### src/hw/rtl/reliable_stream_receiver_macros.svh
// assertion macros shared by the receiver rtl
`ifndef RELIABLE_STREAM_RECEIVER_MACROS_SVH
`define RELIABLE_STREAM_RECEIVER_MACROS_SVH

// same-cycle implication under reset
`define RSR_ASSERT_NOW(label, clk, rst_n, ante, cons, msg) \
	label: assert property (@(posedge clk) disable iff (!rst_n) (ante) |-> (cons)) \
		else $error(msg);

// next-cycle implication under reset
`define RSR_ASSERT_NEXT(label, clk, rst_n, ante, cons, msg) \
	label: assert property (@(posedge clk) disable iff (!rst_n) (ante) |=> (cons)) \
		else $error(msg);

`endif

### src/hw/rtl/rsr_pkg.sv
// types and constants of the stream receiver
`timescale 1ns / 1ps
package rsr_pkg;

	localparam logic [1:0] KIND_CONTROL = 2'd0;
	localparam logic [1:0] KIND_DELIVER = 2'd1;
	localparam logic [1:0] KIND_CLOSED  = 2'd2;

	localparam logic [31:0] INIT_SEQ_RESET = 32'd154;

	typedef struct packed {
		logic        in_syn;
		logic        in_ack_flag;
		logic        in_fin;
		logic [31:0] in_sequence;
		logic [31:0] in_acknowledge;
		logic [15:0] in_length;
	} seg_t;

	typedef struct packed {
		logic [1:0]  kind;
		logic [31:0] out_sequence;
		logic [31:0] out_acknowledge;
		logic        out_syn;
		logic        out_fin;
		logic [31:0] deliver_sequence;
		logic [15:0] deliver_length;
		logic        last;
		logic [31:0] bytes_total;
		logic [31:0] segments_total;
		logic [31:0] duplicates_total;
	} res_t;

	typedef struct packed {
		logic [31:0] start;
		logic [15:0] length;
	} hold_t;

endpackage

### src/hw/rtl/rsr_hold_mem.sv
// descriptor store: one write port, one registered read port
`timescale 1ns / 1ps
module rsr_hold_mem import rsr_pkg::*; #(
	parameter int ENTRIES = 16,
	parameter int AW = 4
) (
	input  logic          clk,
	input  logic          we,
	input  logic [AW-1:0] waddr,
	input  hold_t         wdata,
	input  logic [AW-1:0] raddr,
	output hold_t         rdata
);

	hold_t mem [ENTRIES];

	always_ff @(posedge clk) begin
		if (we) begin
			mem[waddr] <= wdata;
		end
		rdata <= mem[raddr];
	end

endmodule

### src/hw/rtl/rsr_out_buf.sv
// result output register
`timescale 1ns / 1ps
module rsr_out_buf import rsr_pkg::*; (
	input  logic clk,
	input  logic arst_n,
	input  logic push,
	input  res_t push_data,
	output logic free,
	output logic res_valid,
	input  logic res_stall,
	output res_t res_data
);

	logic valid_q;
	res_t data_q;

	assign free      = !valid_q || !res_stall;
	assign res_valid = valid_q;
	assign res_data  = data_q;

	always_ff @(posedge clk or negedge arst_n) begin
		if (!arst_n) begin
			valid_q <= 1'b0;
		end else if (push) begin
			valid_q <= 1'b1;
		end else if (!res_stall) begin
			valid_q <= 1'b0;
		end
	end

	always_ff @(posedge clk) begin
		if (push) begin
			data_q <= push_data;
		end
	end

endmodule

### src/hw/rtl/reliable_stream_receiver.sv
// stream receiver top level: connection control, store scans and results
//
// channel  direction  handshake              request
// seg      in         seg_valid / seg_stall  one segment header (seg_t)
// res      out        res_valid / res_stall  one result (res_t)
// cfg      in         cfg_valid / cfg_ready  initial sequence number
//
// control segments are handled in S_IDLE, with S_REPLY added for a reply
// a data segment in the window scans the store once for a duplicate, once per delivery
// and once more that finds none, each scan through the single read port of the store
// reset clears the valid bits at once, no clearing pass
// a stalled result holds the block before the next result only
`timescale 1ns / 1ps
`include "reliable_stream_receiver_macros.svh"
module reliable_stream_receiver import rsr_pkg::*; #(
	parameter int HOLD_ENTRIES = 16
) (
	input  logic        clk,
	input  logic        arst_n,
	input  logic        seg_valid,
	output logic        seg_stall,
	input  seg_t        seg_data,
	output logic        res_valid,
	input  logic        res_stall,
	output res_t        res_data,
	input  logic        cfg_valid,
	output logic        cfg_ready,
	input  logic [31:0] cfg_data
);

	localparam int AW = (HOLD_ENTRIES > 1) ? $clog2(HOLD_ENTRIES) : 1;
	localparam int CW = $clog2(HOLD_ENTRIES + 1);

	typedef enum logic [2:0] {
		S_IDLE, S_DUPSCAN, S_DELSCAN, S_DELIVER, S_REPLY
	} state_t;

	typedef enum logic [1:0] {
		C_LISTEN, C_SYNRCVD, C_ESTAB, C_LASTACK
	} conn_t;

	state_t state_q;
	conn_t  conn_q;
	logic [31:0] init_q, loc_q, exp_q;
	logic [31:0] bytes_q, segs_q, dups_q;
	logic [HOLD_ENTRIES-1:0] valid_q;
	logic [31:0] key_q;
	logic [15:0] len_q;
	logic [CW-1:0] cnt_q;
	logic p_s1;
	logic [AW-1:0] p_idx_s1;
	logic [31:0] del_start_q;
	logic [15:0] del_len_q;
	logic [AW-1:0] del_idx_q;
	res_t reply_q;

	logic seg_acc, out_free, push, hit, scan_done, free_found, mem_we, scanning;
	logic [AW-1:0] free_idx;
	hold_t rd_data;
	hold_t wr_entry;
	res_t push_data;
	res_t idle_reply;
	res_t ack_reply;
	logic [31:0] bytes_next;

	assign cfg_ready = 1'b1;
	assign seg_stall = (state_q != S_IDLE);
	assign seg_acc   = seg_valid && !seg_stall;
	assign hit       = p_s1 && valid_q[p_idx_s1] && (rd_data.start == key_q);
	assign scan_done = !p_s1 && (cnt_q == CW'(HOLD_ENTRIES));
	assign mem_we    = (state_q == S_DUPSCAN) && scan_done && free_found;
	assign scanning  = (state_q == S_DUPSCAN || state_q == S_DELSCAN) && !hit && !scan_done;
	assign bytes_next = bytes_q + {16'd0, del_len_q};
	assign wr_entry.start  = key_q;
	assign wr_entry.length = len_q;

	always_comb begin
		free_found = 1'b0;
		free_idx   = '0;
		for (int i = HOLD_ENTRIES - 1; i >= 0; i--) begin
			if (!valid_q[i]) begin
				free_found = 1'b1;
				free_idx   = AW'(i);
			end
		end
	end

	always_comb begin
		idle_reply = '0;
		idle_reply.last = 1'b1;
		idle_reply.bytes_total = bytes_q;
		idle_reply.segments_total = segs_q;
		idle_reply.duplicates_total = dups_q;
		case (conn_q)
			C_LISTEN: begin
				idle_reply.kind = KIND_CONTROL;
				idle_reply.out_sequence = init_q;
				idle_reply.out_acknowledge = seg_data.in_sequence + 32'd1;
				idle_reply.out_syn = 1'b1;
			end
			C_ESTAB: begin
				idle_reply.kind = KIND_CONTROL;
				idle_reply.out_sequence = loc_q;
				idle_reply.out_acknowledge = exp_q + 32'd1;
				idle_reply.out_fin = 1'b1;
			end
			default: begin
				idle_reply.kind = KIND_CLOSED;
			end
		endcase
	end

	always_comb begin
		ack_reply = '0;
		ack_reply.kind = KIND_CONTROL;
		ack_reply.out_sequence = loc_q;
		ack_reply.out_acknowledge = exp_q;
		ack_reply.last = 1'b1;
		ack_reply.bytes_total = bytes_q;
		ack_reply.segments_total = segs_q;
		ack_reply.duplicates_total = dups_q;
	end

	always_comb begin
		push      = 1'b0;
		push_data = reply_q;
		case (state_q)
			S_REPLY: begin
				push = out_free;
			end
			S_DELIVER: begin
				push = out_free;
				push_data = '0;
				push_data.kind = KIND_DELIVER;
				push_data.deliver_sequence = del_start_q;
				push_data.deliver_length = del_len_q;
				push_data.bytes_total = bytes_next;
				push_data.segments_total = segs_q;
				push_data.duplicates_total = dups_q;
			end
			default: begin
				push = 1'b0;
			end
		endcase
	end

	rsr_hold_mem #(.ENTRIES(HOLD_ENTRIES), .AW(AW)) u_mem (
		.clk   (clk),
		.we    (mem_we),
		.waddr (free_idx),
		.wdata (wr_entry),
		.raddr (cnt_q[AW-1:0]),
		.rdata (rd_data)
	);

	rsr_out_buf u_out (
		.clk       (clk),
		.arst_n    (arst_n),
		.push      (push),
		.push_data (push_data),
		.free      (out_free),
		.res_valid (res_valid),
		.res_stall (res_stall),
		.res_data  (res_data)
	);

	always_ff @(posedge clk or negedge arst_n) begin
		if (!arst_n) begin
			state_q <= S_IDLE;
			conn_q  <= C_LISTEN;
			init_q  <= INIT_SEQ_RESET;
			loc_q   <= INIT_SEQ_RESET;
			exp_q   <= '0;
			bytes_q <= '0;
			segs_q  <= '0;
			dups_q  <= '0;
			valid_q <= '0;
			cnt_q   <= '0;
			p_s1    <= 1'b0;
		end else begin
			if (cfg_valid && cfg_ready) begin
				init_q <= cfg_data;
			end
			if (scanning) begin
				if (cnt_q < CW'(HOLD_ENTRIES)) begin
					cnt_q <= cnt_q + 1'b1;
					p_s1 <= 1'b1;
				end else begin
					p_s1 <= 1'b0;
				end
				p_idx_s1 <= cnt_q[AW-1:0];
			end
			case (state_q)
				S_IDLE: begin
					if (seg_acc) begin
						reply_q <= idle_reply;
						key_q <= seg_data.in_sequence;
						len_q <= seg_data.in_length;
						cnt_q <= '0;
						p_s1 <= 1'b0;
						case (conn_q)
							C_LISTEN: begin
								if (seg_data.in_syn) begin
									loc_q <= init_q + 32'd1;
									exp_q <= seg_data.in_sequence + 32'd1;
									conn_q  <= C_SYNRCVD;
									state_q <= S_REPLY;
								end
							end
							C_SYNRCVD: begin
								if (seg_data.in_ack_flag && seg_data.in_acknowledge == loc_q) begin
									conn_q <= C_ESTAB;
								end
							end
							C_ESTAB: begin
								if (seg_data.in_fin) begin
									exp_q <= exp_q + 32'd1;
									loc_q <= loc_q + 32'd1;
									conn_q  <= C_LASTACK;
									state_q <= S_REPLY;
								end else if (((seg_data.in_sequence - exp_q) >> 31) != 32'd0) begin
									dups_q <= dups_q + 32'd1;
								end else begin
									state_q <= S_DUPSCAN;
								end
							end
							default: begin
								if (seg_data.in_ack_flag && seg_data.in_acknowledge == loc_q) begin
									valid_q <= '0;
									conn_q  <= C_LISTEN;
									state_q <= S_REPLY;
								end
							end
						endcase
					end
				end
				S_DUPSCAN: begin
					if (hit) begin
						dups_q  <= dups_q + 32'd1;
						p_s1    <= 1'b0;
						state_q <= S_IDLE;
					end else if (scan_done) begin
						if (free_found) begin
							valid_q[free_idx] <= 1'b1;
							segs_q <= segs_q + 32'd1;
						end
						key_q   <= exp_q;
						cnt_q   <= '0;
						p_s1    <= 1'b0;
						state_q <= S_DELSCAN;
					end
				end
				S_DELSCAN: begin
					if (hit) begin
						del_start_q <= rd_data.start;
						del_len_q   <= rd_data.length;
						del_idx_q   <= p_idx_s1;
						p_s1        <= 1'b0;
						state_q     <= S_DELIVER;
					end else if (scan_done) begin
						reply_q <= ack_reply;
						state_q <= S_REPLY;
					end
				end
				S_DELIVER: begin
					if (out_free) begin
						valid_q[del_idx_q] <= 1'b0;
						exp_q   <= exp_q + {16'd0, del_len_q};
						key_q   <= exp_q + {16'd0, del_len_q};
						bytes_q <= bytes_next;
						cnt_q   <= '0;
						p_s1    <= 1'b0;
						state_q <= S_DELSCAN;
					end
				end
				S_REPLY: begin
					if (out_free) begin
						state_q <= S_IDLE;
					end
				end
				default: begin
					state_q <= S_IDLE;
				end
			endcase
		end
	end

	`RSR_ASSERT_NOW(a_push_free, clk, arst_n, push, out_free, "result pushed into a full register")
	`RSR_ASSERT_NEXT(a_hit_deliver, clk, arst_n, (state_q == S_DELSCAN) && hit, state_q == S_DELIVER, "store hit not delivered")
	`RSR_ASSERT_NOW(a_deliver_kind, clk, arst_n, push && (state_q == S_DELIVER), push_data.kind == KIND_DELIVER && !push_data.last, "delivery result malformed")
	`RSR_ASSERT_NEXT(a_write_valid, clk, arst_n, mem_we, valid_q[$past(free_idx)], "written entry not marked valid")

endmodule

### config.mk
export PLATFORM = sky130hd
export DESIGN_NAME = reliable_stream_receiver
export DESIGN_NICKNAME = d
export VERILOG_FILES = /design/src/hw/rtl/rsr_pkg.sv /design/src/hw/rtl/rsr_hold_mem.sv /design/src/hw/rtl/rsr_out_buf.sv /design/src/hw/rtl/reliable_stream_receiver.sv
export VERILOG_INCLUDE_DIRS = /design/src /design/src/hw/rtl
export SDC_FILE = /design/constraint.sdc
export NUM_CORES = 2
export LEC_CHECK = 0
export BUFFER_PORTS_ARGS = -buffer_cell sky130_fd_sc_hd__buf_2
export CAP_MARGIN = 10
export CORE_ASPECT_RATIO = 0.75
export CORE_MARGIN = 5
export CORE_UTILIZATION = 30
export DETAILED_ROUTE_END_ITERATION = 12
export MAX_ROUTING_LAYER = met4
export PLACE_DENSITY = 0.44
export SKIP_LAST_GASP = 1
export SYNTH_ARGS = -nofsm -noshare
export SYNTH_HDL_FRONTEND = slang
export SYNTH_SLANG_ARGS = --single-unit
### constraint.sdc
create_clock -name clk -period 29.4 [get_ports clk]
set_input_delay 1.47 -clock clk [delete_from_list [all_inputs] [get_ports clk]]
set_output_delay 1.47 -clock clk [all_outputs]
set_load 0.02 [all_outputs]
## Word-level counts from Yosys, hierarchy flattened

Memory sizes are Yosys's and may differ from the RTL's. A register that Yosys moved wholly into a read port is not among the register bits.
Cells that the tools add are included.

- Bits in registers: 750
- RAM bits: 768
- Output and inout bits: 216
- Logic and storage cells: 252
- Memories kept: 1

- Add/sub/neg operators: 10
- Order comparisons: 6
- Equal/unequal tests: 35
- Muxes and demuxes: 112
- Bitwise operators: 4
- Reductions and logical operators: 44

Memories:

| memory | depth | bits a word | read ports | clocked after memory_dff | write ports | line | RTL |
|---|---|---|---|---|---|---|---|
| u_mem.mem | 16 | 48 | 1 | 1 | 1 | rsr_hold_mem.sv:15 | `hold_t mem [ENTRIES];` |

Operator list:

| kind | number |
|---|---|
| two-way mux 213 bit | 3 |
| two-way mux 32 bit | 14 |
| case mux 213 bit (2 select lines) | 1 |
| case mux 32 bit (2 select lines) | 4 |
| adder 32 x 1 -> 32 bit, second input constant | 6 |
| two-way mux 145 bit | 1 |
| case mux 64 bit (2 select lines) | 1 |
| two-way mux 16 bit | 7 |
| case mux 32 bit (3 select lines) | 1 |
| adder 32 x 16 -> 32 bit | 2 |
| == test 32 bit | 2 |
| two-way mux 4 bit | 16 |
| case mux 16 bit (3 select lines) | 1 |
| != test 2 bit, second input constant | 17 |
| two-way mux 1 bit | 33 |
| two-way mux 3 bit | 11 |
| subtractor 32 bit | 1 |
| two-way mux 5 bit | 6 |
| AND reduction 6 bit | 4 |
| AND 16 bit | 1 |
| NOT 16 bit | 1 |
| bitwise OR 16 bit | 1 |
| < comparator 4 x 5 -> 1 bit, second input constant | 3 |
| case mux 3 bit (5 select lines) | 1 |
| 37 further kinds | 73 |

## Depth between registers and ports, before layout

- Depth in word-level cells: 25
- Mapped depth: 16
- Gate-level depth less buffers: 12

## Hierarchy

A second synthesis with hierarchy kept.

- Cells, all modules: 4,322
- Area, all modules: 64,112.7 sq um

By module, submodules not included:

| module | times used | cells each | area each (sq um) | sequential area each (sq um) |
|---|---|---|---|---|
| rsr_hold_mem | 1 | 1,242 | 29,691.0 | 24,023.0 |
| reliable_stream_receiver | 1 | 2,864 | 27,989.3 | 13,508.0 |
| rsr_out_buf | 1 | 216 | 6,432.4 | 6,421.2 |

## Worst setup path after synthesis

Ideal clock, no wire load.

- Path kind: input port to flip-flop
- From: input port res_stall
- To: register u_out.data_q (netlist bit u_out.res_data[0]) (enable)
- Setup time: 0.790 ns
- Arrival: 10.622 ns
- Required time: 28.610 ns
- Setup slack: 17.988 ns
- Cell stages on the path: 3
- Buffers on the path: 1
- Cell sequence: and2_1 > clkbuf_1 > nor2_1

- Longest elaborated chain between the ends: 3

Ends and longest elaborated chain:

| item | line | RTL |
|---|---|---|
| from (decl) | reliable_stream_receiver.sv:24 | `input logic res_stall,` |
| logical NOT 1 bit | rsr_out_buf.sv:17 | `assign free = !valid_q \|\| !res_stall;` |
| logical OR 1 bit | rsr_out_buf.sv:17 |  |
| two-way mux 1 bit | reliable_stream_receiver.sv:127 | `case (state_q)` |
| named net push | reliable_stream_receiver.sv:57 | `logic seg_acc, out_free, push, hit, scan_done, free_found, mem_we, scanning;` |
| to (signal assigned) | rsr_out_buf.sv:33 | `data_q <= push_data;` |
| to (decl) | rsr_out_buf.sv:15 | `res_t data_q;` |

The timed path passes the listed nets, and every way through them passes these cells.
A chain may end at the register's enable or synchronous reset.

## Worst setup path in the final report

- From: register state_q[1]
- To: register u_out.data_q (netlist bit u_out.res_data[95]) (enable)

- Longest elaborated chain between the ends: 3

Ends and longest elaborated chain:

| item | line | RTL |
|---|---|---|
| from (decl) | reliable_stream_receiver.sv:42 | `state_t state_q;` |
| from (signal assigned) | reliable_stream_receiver.sv:169 | `state_q <= S_IDLE;` |
| from (signal assigned) | reliable_stream_receiver.sv:207 | `state_q <= S_REPLY;` |
| from (signal assigned) | reliable_stream_receiver.sv:220 | `state_q <= S_REPLY;` |
| == test 3 x 2 -> 1 bit or == test 3 bit (tied branches) | reliable_stream_receiver.sv:127 |  |
| OR reduction 2 bit (no line) (*) | - |  |
| two-way mux 1 bit (*) | reliable_stream_receiver.sv:127 |  |
| named net push | reliable_stream_receiver.sv:57 |  |

The timed path passes the listed nets; every way through them passes the cells marked *.

==> out/summary.txt <==
Run status: finished clean
Worst-path clk slew: 60 ps
Most common cell after layout, fill and taps aside: edfxtp_1
GR Util All Layers: 0.171
Drt via density: 5.03
Post-layout min period: 4600 ps
WHS: 410 ps
Wire per inst: 25.1 µm
Initial antenna violation count: 26
Synthesized area: 0.0645 mm²
Static Leakage: 26.1 nW
Power, Total: 6.86 mW
# nets final: 4865
RSZ-0062 raised after global routing: false
Clk network pwr share: 0.307
ANT nets after route: 0
Switching part of the total: 0.332
Hold Fails Final Rpt: 0
Fin. max-slew vios: 0
CP endpoint kind: flop
Vias in the first global route: 37.9k
Unique masters post-synth: 98
Asr flop ratio synth: 0.145
Crit path DAT: 5010 ps
Net count after synthesis: 4525
Die area: 0.224 mm²
GR Overflow Total: 0
Setup bufs post-CTS: 0
Main area contributors after synthesis: edfxtp_1 (58%), dfrtp_1 (8.2%), mux4_2 (7.9%), nand2_1 (2.9%), xnor2_1 (2.2%)
EDFF count, synth: 1248
Max H-tree Level: 4
Io pins: 336
1st-iter DRT viols: 3550
Main synth FF type: edfxtp_1
Crit-path max cell delay: 930 ps
Commonest cells after routing, fill and taps aside: edfxtp_1 (1248), nand2_1 (498), buf_2 (333), mux4_2 (227), dfrtp_1 (207)
Top delay family on crit path: buffers and inverters
CTS Buf Count: 169
First-pass GRT wire length: 278000 µm
CTS tree: yes
Power per cell area: 91.4 mW/mm²
CTS sink cnt: 1516
Register area share after synthesis: 0.681
Setup TNS: 0 ps
Port bufs: 334
Area delta synth->final: 16.3%
Clock latency on the worst-skew pair: 820 ps
Comb power frac: 0.254
Hold buffer count at CTS: 0
Max Fclk: 217 MHz
Net Sw Power: 2.28 mW
Critical path's most frequent cell: buf_4
Pre-Repair DR Iteration Count: 5
DIE HEIGHT: 412 µm
Detailed placement HPWL: 119000 µm
Worst-case clock buffer depth: 4
CP Max Fanout: 68
Seq pwr share: 0.438
Hold Crit Class: reg -> reg
Drc violations: 0
Post-cts sizing count: 0
Yosys reg bits: 1516
Worst path required time: 29810 ps
VDD IR max: 53.9 µV
Core footprint: 0.214 mm²
Starting Density: 0.302
Syn Inst Count: 4330
Overall routed net length: 192000 µm
Area leader, netlist: edfxtp_1
CTS root buf: clkbuf_16
Syn avg cell area: 14.9 µm²
MaxCap Viol Count: 0
Worst path cell trace: nand2_4 > clkinv_2 > a21oi_1 > nor2_4 > buf_4 > buf_4
Worst path bufs/invs: 3
Largest net degree at the start of global routing: 164
Setup Crit Path Kind: reg -> reg
Fin crit share: 0.157
Worst relative slew slack: 0.0609
Syn. warnings: 0
Share of layout cells above drive strength 1: 0.208
Post-route clock skew: 65.0 ps
Slowest-stage cell, CP: dfrtp_4
Slew at the pin with the worst max-slew slack: 1410 ps
Setup crit start kind: flop
Die extent in x: 545 µm
DR vias: 38.5k
Pint: 4.58 mW
Post-synth top area share: 0.581
Core Rows: 147
Final setup vio count: 0
RD Place Congestion: 0.871
==> per-stage QoR <==
step	util	cells	cell area, µm²	setup slack (ps)
final	0.351	7644	75000	24800
after global routing	0.351	7640	75000	24420
after CTS	0.351	7632	75000	24660
after detailed placement	0.325	7330	69600	24510
after global placement	0.325	7330	69600	24540
after floorplan	-	4330	64500	17990
==> power by group through the flow <==
stage,clock network (mW),logic [mW],registers [mW]
global placement,0,1.76,3.05
global route,2.26,1.90,3.04
floorplan,0,1.13,3.03
detailed placement,0,1.76,3.05
CTS,2.17,1.76,3.01
finish,2.11,1.74,3.01
==> cells by family (layout without fill, tap and decap cells) <==
kind of cell    count (synthesis)  in the layout  share of synthesized area
flops                        1516           1516                      0.681
simple gates                 1214           1214                     0.0918
compound gates                637            637                     0.0623
mux                           315            315                     0.0940
buf+inv                       296            767                     0.0183
xor+xnor                      276            276                     0.0375
fa+ha+maj                      75             75                     0.0148
other cells                     1             13                  0.0000581
==> metal layers <==
metal / track usage / part of all wire
met1: 0.253 / 0.49
met5: - / 0
met3: 0.0295 / 0.056
met2: 0.248 / 0.44
met4: 0.0330 / 0.016
==> worst paths after layout <==
kind                                      from            endpoint  slack [ps]  cells after the start
min in group asynchronous               arst_n          init_q[16]         520                      1
worst min-delay path            u_mem.rdata[3]        del_len_q[3]         410                      0
worst min register to register  u_mem.rdata[3]        del_len_q[3]         410                      0
worst max-delay path                state_q[1]  u_out.res_data[95]       24800                      6
max in group asynchronous               arst_n         bytes_q[24]       26980                      3
worst max register to register      state_q[1]  u_out.res_data[95]       24800                      6
==> Yosys cell counts, types with 85 or more instances <==
| cell type | instances |
|---|---|
| nand2_1 | 499 |
| clkbuf_1 | 166 |
| nor2_1 | 150 |
| dfrtp_1 | 212 |
| edfxtp_1 | 1248 |
| mux4_2 | 227 |
| a21oi_1 | 162 |
| nand3_1 | 130 |
| o21ai_0 | 189 |
| and2_1 | 85 |
| xnor2_1 | 160 |
| xor2_1 | 116 |
==> state kept, by name, indices dropped and copies added, names as in the netlist, 5 cells and up <==
signal / flops
len_q: 16
u_mem.rdata: 48
init_q: 32
loc_q: 32
del_start_q: 32
u_mem.mem: 768
key_q: 32
cnt_q: 5
del_len_q: 16
reply_q: 163
bytes_q: 32
segs_q: 32
exp_q: 32
valid_q: 16
u_out.res_data: 213
dups_q: 32
==> worst reg2reg max path: stages, from the launching register on <==
cell	delay, ps
dfrtp_4	930
nand2_4	630
clkinv_2	450
a21oi_1	140
nor2_4	430
buf_4	780
buf_4	790
==> final cells by class <==
cell class	count	area (µm²)
multi-input combinational	2518	19600
clock inverter	83	817
fill	20500	139000
clock buffer	219	4630
timing repair buffer	401	2220
tap	2831	3540
antenna	12	30.0
inverter	64	241
sequential	1516	44000
(Power assumes the default switching activity.)
